$ cat config.mk
export PLATFORM = sky130hd
export DESIGN_NAME = multi_button_long_press_detector
export DESIGN_NICKNAME = d
export VERILOG_FILES = /design/src/rtl/mblp_pkg.sv /design/src/rtl/mblp_lane.sv /design/src/rtl/mblp_out_buf.sv /design/src/rtl/multi_button_long_press_detector.sv
export VERILOG_INCLUDE_DIRS = /design/src /design/src/rtl
export SDC_FILE = /design/constraint.sdc
export NUM_CORES = 1
export LEC_CHECK = 0
export BUFFER_PORTS_ARGS = -buffer_cell sky130_fd_sc_hd__buf_2
export CORE_MARGIN = 2
export CORE_UTILIZATION = 50
export CTS_CLUSTER_SIZE = 25
export DETAILED_ROUTE_END_ITERATION = 16
export PLACE_DENSITY = 0.69
export RECOVER_POWER = 25
export SLEW_MARGIN = 10
export SYNTH_ARGS = -nofsm -noshare
export SYNTH_HDL_FRONTEND = slang
export SYNTH_SLANG_ARGS = --single-unit
export TNS_END_PERCENT = 30
$ cat constraint.sdc
create_clock -name clk -period 4.27 [get_ports clk]
set_input_delay 0 -clock clk [delete_from_list [all_inputs] [get_ports clk]]
set_output_delay 0 -clock clk [all_outputs]
set_load 0.02 [all_outputs]
$ cat src/rtl/assert_macros.svh
// assertion helpers shared by the rtl
`ifndef ASSERT_MACROS_SVH
`define ASSERT_MACROS_SVH

// combinational implication checked on every rising clock edge
`define MBLP_ASSERT_NOW(lbl, ante, cons, msg) \
  lbl: assert property (@(posedge clk) disable iff (rst) (ante) |-> (cons)) \
    else $error(msg);

// consequent checked in the cycle after the antecedent
`define MBLP_ASSERT_NEXT(lbl, ante, cons, msg) \
  lbl: assert property (@(posedge clk) disable iff (rst) (ante) |=> (cons)) \
    else $error(msg);

`endif

$ cat src/rtl/mblp_pkg.sv
package mblp_pkg;

  localparam int NUM_BUTTONS_DEF = 8;
  localparam int MAX_LANES       = 8;
  localparam logic [15:0] LONG_MS_RESET = 16'd500;

  typedef enum logic [1:0] {
    OP_POLL      = 2'd0,
    OP_CLR_SHORT = 2'd1,
    OP_CLR_LONG  = 2'd2,
    OP_SEED      = 2'd3
  } op_t;

  typedef struct packed {
    op_t         operation;
    logic [7:0]  button_levels;
    logic [31:0] now_ms;
    logic [2:0]  button_index;
  } in_item_t;

  typedef struct packed {
    logic [7:0] pressed_flags;
    logic [7:0] held_flags;
    logic [7:0] long_flags;
  } out_item_t;

  // broadcast from the top level to every lane
  typedef struct packed {
    logic        accept;
    op_t         op;
    logic [31:0] now_ms;
    logic [15:0] long_ms;
  } lane_ctl_t;

  typedef struct packed {
    logic press_flag;
    logic held_flag;
    logic long_flag;
  } lane_stat_t;

endpackage

$ cat src/rtl/mblp_lane.sv
module mblp_lane (
  input  logic               clk,
  input  logic               rst,
  input  mblp_pkg::lane_ctl_t ctl,
  input  logic               level,
  input  logic               clr_hit,
  output mblp_pkg::lane_stat_t cur,
  output mblp_pkg::lane_stat_t nxt
);

  logic        held, held_next;
  logic        press, press_next;
  logic        long_flag, long_flag_next;
  logic        fired, fired_next;
  logic [31:0] start_ms, start_ms_next;
  logic [31:0] elapsed;
  logic        reach;

  // wrapping elapsed time against the threshold
  assign elapsed = ctl.now_ms - start_ms;
  assign reach   = (elapsed >= {16'd0, ctl.long_ms});

  always_comb begin
    held_next      = held;
    press_next     = press;
    long_flag_next = long_flag;
    fired_next     = fired;
    start_ms_next  = start_ms;
    if (ctl.accept) begin
      case (ctl.op)
        mblp_pkg::OP_POLL: begin
          if (level && !held) begin
            press_next    = 1'b1;
            start_ms_next = ctl.now_ms;
            fired_next    = 1'b0;
          end else if (level && held && !fired) begin
            if (reach) begin
              long_flag_next = 1'b1;
              fired_next     = 1'b1;
            end
          end else if (!level && held) begin
            long_flag_next = 1'b0;
            fired_next     = 1'b0;
          end
          held_next = level;
        end
        mblp_pkg::OP_CLR_SHORT: begin
          if (clr_hit) press_next = 1'b0;
        end
        mblp_pkg::OP_CLR_LONG: begin
          if (clr_hit) long_flag_next = 1'b0;
        end
        mblp_pkg::OP_SEED: begin
          held_next     = level;
          start_ms_next = ctl.now_ms;
        end
        default: begin
        end
      endcase
    end
  end

  always_ff @(posedge clk) begin
    if (rst) begin
      held      <= 1'b0;
      press     <= 1'b0;
      long_flag <= 1'b0;
      fired     <= 1'b0;
    end else begin
      held      <= held_next;
      press     <= press_next;
      long_flag <= long_flag_next;
      fired     <= fired_next;
    end
  end

  always_ff @(posedge clk) begin
    start_ms <= start_ms_next;
  end

  assign cur = '{press_flag: press, held_flag: held, long_flag: long_flag};
  assign nxt = '{press_flag: press_next, held_flag: held_next, long_flag: long_flag_next};

endmodule

$ cat src/rtl/mblp_out_buf.sv
module mblp_out_buf (
  input  logic                clk,
  input  logic                rst,
  input  logic                push,
  input  mblp_pkg::out_item_t push_data,
  output logic                has_room,
  output logic                out_valid,
  input  logic                out_ready,
  output mblp_pkg::out_item_t out_data
);

  mblp_pkg::out_item_t slot [2];
  logic       wr_ptr, rd_ptr;
  logic [1:0] count;
  logic       pop;

  assign pop       = out_valid && out_ready;
  assign has_room  = (count != 2'd2);
  assign out_valid = (count != 2'd0);
  assign out_data  = slot[rd_ptr];

  always_ff @(posedge clk) begin
    if (rst) begin
      wr_ptr <= 1'b0;
      rd_ptr <= 1'b0;
      count  <= 2'd0;
    end else begin
      if (push) wr_ptr <= ~wr_ptr;
      if (pop) rd_ptr <= ~rd_ptr;
      if (push && !pop) count <= count + 2'd1;
      else if (pop && !push) count <= count - 2'd1;
    end
  end

  always_ff @(posedge clk) begin
    if (push) slot[wr_ptr] <= push_data;
  end

endmodule

$ cat src/rtl/multi_button_long_press_detector.sv
// a result is registered into the output buffer when its item is accepted
// throughput: one item per cycle while the output buffer has room, every button lane updates in the accept cycle
// a two-entry output buffer keeps input accepting while one result waits
// reset (rst, synchronous, active high): flags, levels and buffer clear,
// the hold threshold returns to 500
`include "assert_macros.svh"

module multi_button_long_press_detector #(
  parameter int NUM_BUTTONS = mblp_pkg::NUM_BUTTONS_DEF
) (
  input  logic                clk,
  input  logic                rst,
  input  logic                in_valid,
  output logic                in_ready,
  input  mblp_pkg::in_item_t  in_data,
  output logic                out_valid,
  input  logic                out_ready,
  output mblp_pkg::out_item_t out_data,
  input  logic                cfg_we,
  input  logic [15:0]         cfg_wdata
);

  // only buttons below both the parameter and the field width are tracked
  localparam int LANES = (NUM_BUTTONS < mblp_pkg::MAX_LANES) ? NUM_BUTTONS
                                                            : mblp_pkg::MAX_LANES;
  localparam logic [7:0] LANE_MASK = 8'((1 << LANES) - 1);

  logic                 accept;
  logic [15:0]          long_ms;
  mblp_pkg::lane_ctl_t  ctl;
  logic [7:0]           press_vec, held_vec, long_vec;
  logic [7:0]           press_nxt, held_nxt, long_nxt;
  mblp_pkg::out_item_t  result;
  logic                 has_room;
  logic [7:0]           lv_masked;

  assign in_ready  = has_room;
  assign accept    = in_valid && in_ready;
  assign lv_masked = in_data.button_levels & LANE_MASK;

  // threshold register, the user must write it only while idle; the block does not enforce this
  always_ff @(posedge clk) begin
    if (rst) begin
      long_ms <= mblp_pkg::LONG_MS_RESET;
    end else if (cfg_we) begin
      long_ms <= cfg_wdata;
    end
  end

  // one control bundle broadcast to every lane
  assign ctl = '{accept: accept, op: in_data.operation, now_ms: in_data.now_ms,
                 long_ms: long_ms};

  // one lane per tracked button, missing buttons read as zero
  for (genvar i = 0; i < mblp_pkg::MAX_LANES; i++) begin : g_lane
    if (i < LANES) begin : g_on
      mblp_pkg::lane_stat_t cur, nxt;
      mblp_lane u_lane (
        .clk     (clk),
        .rst     (rst),
        .ctl     (ctl),
        .level   (in_data.button_levels[i]),
        .clr_hit (in_data.button_index == 3'(i)),
        .cur     (cur),
        .nxt     (nxt)
      );
      assign press_vec[i] = cur.press_flag;
      assign held_vec[i]  = cur.held_flag;
      assign long_vec[i]  = cur.long_flag;
      assign press_nxt[i] = nxt.press_flag;
      assign held_nxt[i]  = nxt.held_flag;
      assign long_nxt[i]  = nxt.long_flag;
    end else begin : g_off
      assign press_vec[i] = 1'b0;
      assign held_vec[i]  = 1'b0;
      assign long_vec[i]  = 1'b0;
      assign press_nxt[i] = 1'b0;
      assign held_nxt[i]  = 1'b0;
      assign long_nxt[i]  = 1'b0;
    end
  end

  // merge the lane flags into one result item
  assign result = '{pressed_flags: press_nxt, held_flags: held_nxt, long_flags: long_nxt};

  mblp_out_buf u_out_buf (
    .clk       (clk),
    .rst       (rst),
    .push      (accept),
    .push_data (result),
    .has_room  (has_room),
    .out_valid (out_valid),
    .out_ready (out_ready),
    .out_data  (out_data)
  );

  // a stalled input means the buffer holds results to drain
  `MBLP_ASSERT_NOW(a_stall_has_data, !in_ready, out_valid, "input stalled with empty buffer")

  // poll and seed load the held levels of existing buttons
  `MBLP_ASSERT_NEXT(a_held_load, accept && (in_data.operation == mblp_pkg::OP_POLL || in_data.operation == mblp_pkg::OP_SEED), held_vec == $past(lv_masked), "held levels not loaded")

  // a rising edge on a poll latches the short press
  `MBLP_ASSERT_NEXT(a_press_latch, accept && in_data.operation == mblp_pkg::OP_POLL && (lv_masked & ~held_vec) != 8'd0, (press_vec & $past(lv_masked & ~held_vec)) == $past(lv_masked & ~held_vec), "short press not latched")

  // a long clear drops the named button's long flag
  `MBLP_ASSERT_NEXT(a_long_clear, accept && in_data.operation == mblp_pkg::OP_CLR_LONG, !long_vec[$past(in_data.button_index)], "long press not cleared")

endmodule

==> out/results.ini <==
[global_route]
grt_max_degree = 33
grt.overflow.total = 0
grt_antenna_before_repair = 0
grt_pass1_vias = 28000
grtUsageTotal = 0.309
grt_pass1_wl_um = 153000

[logic_synthesis]
synth_compound_area_frac = 0.229
synth-simple-area-share = 0.153
synthFlopType = edfxtp_1
synth-async-reset-ratio = 0
yosysUniqueCellTypes = 94
synth_cells = 3437
synth_seq_area_share = 0.333
syn_avg_cell_area_um2 = 8.90
yosysWarningCount = 0
synth_area_um2 = 30600
synth_top_family_by_area = compound AO/OA/AOI/OAI gates
synth.area.mux_share = 0.0216
synth_nets = 3892
synth_edf_count = 304
synth_xor_area_frac = 0.0464
synthAdderAreaFrac = 0.161
synth_seq_cells = 357

[sta]
max_freq_ghz = 0.226
whs_ns = 0.0258
setup_tns_ns = -0.616
setup_viol = 11
rsz0062_at_grt = true
drv_slew = 0
fin_skew_ns = 0.0276
fin_crit_ns = 4.43
finalCritPeriodShare = 1.04
finalHoldViolations = 0
worst_pin_slew_ns = 0.800
setup_ws_ns = -0.157
slew-limit-headroom = 0.465

[place]
place.port_buffers = 91
post-place-ws_ns = -0.478
gp_congestion = 0.966
place_inst = 4550
post-dp-hpwl_um = 75500

[outcome]
failed_checks = negative setup slack
status = finished, violations left

[power]
powerDensity_nw_per_um2 = 343
p_total_mw = 12.8
leakage_nw = 16.3
peakVddDrop_v = 0.000283

[worst_setup_path]
critPathMaxFanout = 2
worstPathArrival_ns = 4.77
path_class = reg2reg
cp.required_ns = 4.61
start_kind = flop
ff2ff_path_depth = 18
worstSetupEndpointType = flop

[final_layout]
drive_gt1_frac = 0.168
final_nets = 4372
fin_cells = 4734
area_growth_pct = 21.5
antenna-diode-count = 0

[route]
ant_nets = 0
drt-total-wl_um = 99100
vias = 28400
drc = 0
routedWlPerCell_um = 20.9
viasPerCell = 6.00
drtIter0Drc = 2182
first_pass_iters = 6

[floorplanning]
fp.coreArea_um2 = 60400
die_w_um = 251
rows = 90
die-height_um = 251
ios = 92
start_util = 0.507
dieArea_um2 = 63100

[clock_network]
cts_tree = done
clkLatencyLatePin_ns = 0.59
root_buffer = clkbuf_16
clk_path_buf_depth = 3
numCtsBuffers = 44
clkTransAtPathRegs_ns = 0.06
cts.sinks = 357
htreeDepth = 2

[min_path]
hold_depth = 2
min_path_type = in2reg

[run]
cap_violations = 0

==> registers in the layout, summed over array words and instances (netlist names), named ones only <==
signal	cells
g_lane.g_on.u_lane.fired	8
g_lane.g_on.u_lane.held	8
g_lane.g_on.u_lane.long_flag	8
g_lane.g_on.u_lane.press	8
g_lane.g_on.u_lane.start_ms	256
long_ms	16
u_out_buf.count	2
u_out_buf.rd_ptr	1
u_out_buf.slot	48
u_out_buf.wr_ptr	1
==> power by group <==
group	switching [mW]	total, mW	internal [mW]
logic	2.79	4.75	1.97
registers	0.0929	4.20	4.11
clock network	1.57	3.79	2.22
total	4.45	12.8	8.30
==> per-stage QoR <==
step,cell area (um^2),utilization
2_1_floorplan,30600,-
3_3_place_gp,34300,0.568
3_5_place_dp,34300,0.568
4_1_cts,36900,0.611
5_1_grt,37100,0.615
6_report,37100,0.615
==> worst paths after layout <==
kind	from	endpoint	slack [ns]
setup / recovery	g_lane[6].g_on.u_lane.start_ms[0]	u_out_buf.slot[0][6]	-0.16
hold / removal	cfg_we	long_ms[4]	0.03
setup reg to reg	g_lane[6].g_on.u_lane.start_ms[0]	u_out_buf.slot[0][6]	-0.16
hold reg to reg	g_lane[6].g_on.u_lane.fired	g_lane[6].g_on.u_lane.fired	0.49
==> cells in the mapped netlist, drive strengths merged (23+ instances only) <==
cell	instances	area (um^2)
o211ai	41	313
nor2b	48	300
or3	24	155
ha	381	4770
mux2i	29	290
mux2	33	372
xnor2	96	841
o21a	52	390
a21o	108	811
nor3	59	295
nand3	56	280
and2	33	206
edfxtp	304	9130
nand2b	34	213
clkbuf	81	304
inv	357	1340
dfxtp	53	1060
nor2	237	890
and3	26	163
a21oi	320	1600
o31ai	23	178
a31oi	38	238
nand4	77	488
o21ai	192	965
a211oi	63	483
o2111ai	27	236
o21bai	32	240
nand2	265	995
xor2	66	578
==> critical path: stages (launching register included) <==
cell and delay, ns:
edfxtp_1 0.41, ha_4 0.19, fa_2 0.36, nand2b_4 0.15
a21o_1 0.18, buf_4 0.14, nor2b_1 0.14, xnor2_1 0.13
ha_1 0.30, a21o_1 0.18, a21o_1 0.18, o311a_1 0.32
a311oi_2 0.25, nand4_1 0.17, nor4b_2 0.25, nand4_1 0.15
buf_6 0.17, or2_1 0.22, a32o_2 0.28
==> per-layer routing <==
layer | track usage | wire, um | part of all wire | vias to the layer above
met5 | 0 | 0 | 0 | -
met1 | 0.391 | 42000 | 0.42 | 13600
met4 | 0.127 | 4200 | 0.042 | 0
met3 | 0.0349 | 5470 | 0.055 | 218
met2 | 0.538 | 47500 | 0.48 | 886
li1 | - | - | - | 13700
==> placed cells by master, fill, tap and decap left out, drive strengths merged, types with 53 or more instances in the layout <==
master,n
buf,428
ha,381
inv,357
a21oi,320
edfxtp,304
nand2,265
nor2,237
o21ai,192
a21o,108
xnor2,96
nand4,77
clkbuf,77
dlygate4sd3,75
xor2,66
a211oi,63
nor3,59
nand3,56
dfxtp,53
==> cell type report <==
class                           instances  area [um^2]
Clock buffer                           58         1240
Sequential cell                       357        10200
Inverter                              357         1340
Clock inverter                         23          204
Tap cell                              782          978
Fill cell                            5262        23200
Timing Repair Buffer                  525         3960
Multi-Input combinational cell       2632        19200
==> cells by family (layout without fill, tap and decap cells) <==
logic type               after synthesis  after routing
flip-flops                           357            357
buffers and inverters                448            963
XOR/XNOR                             162            162
AND/OR/NAND/NOR                      951            951
AO/OA/AOI/OAI                       1068           1068
adder cells (fa/ha/maj)              389            389
multiplexers                          62             62
==> what timing repair did <==
action,in CTS,in global routing
gates resized for setup,72,54
hold buffers,78,0
endpoints found under the hold margin,238,0
setup endpoints to repair,29,32
pin swaps,55,31
buffers inserted,16,9
(Power assumes the default switching activity.)
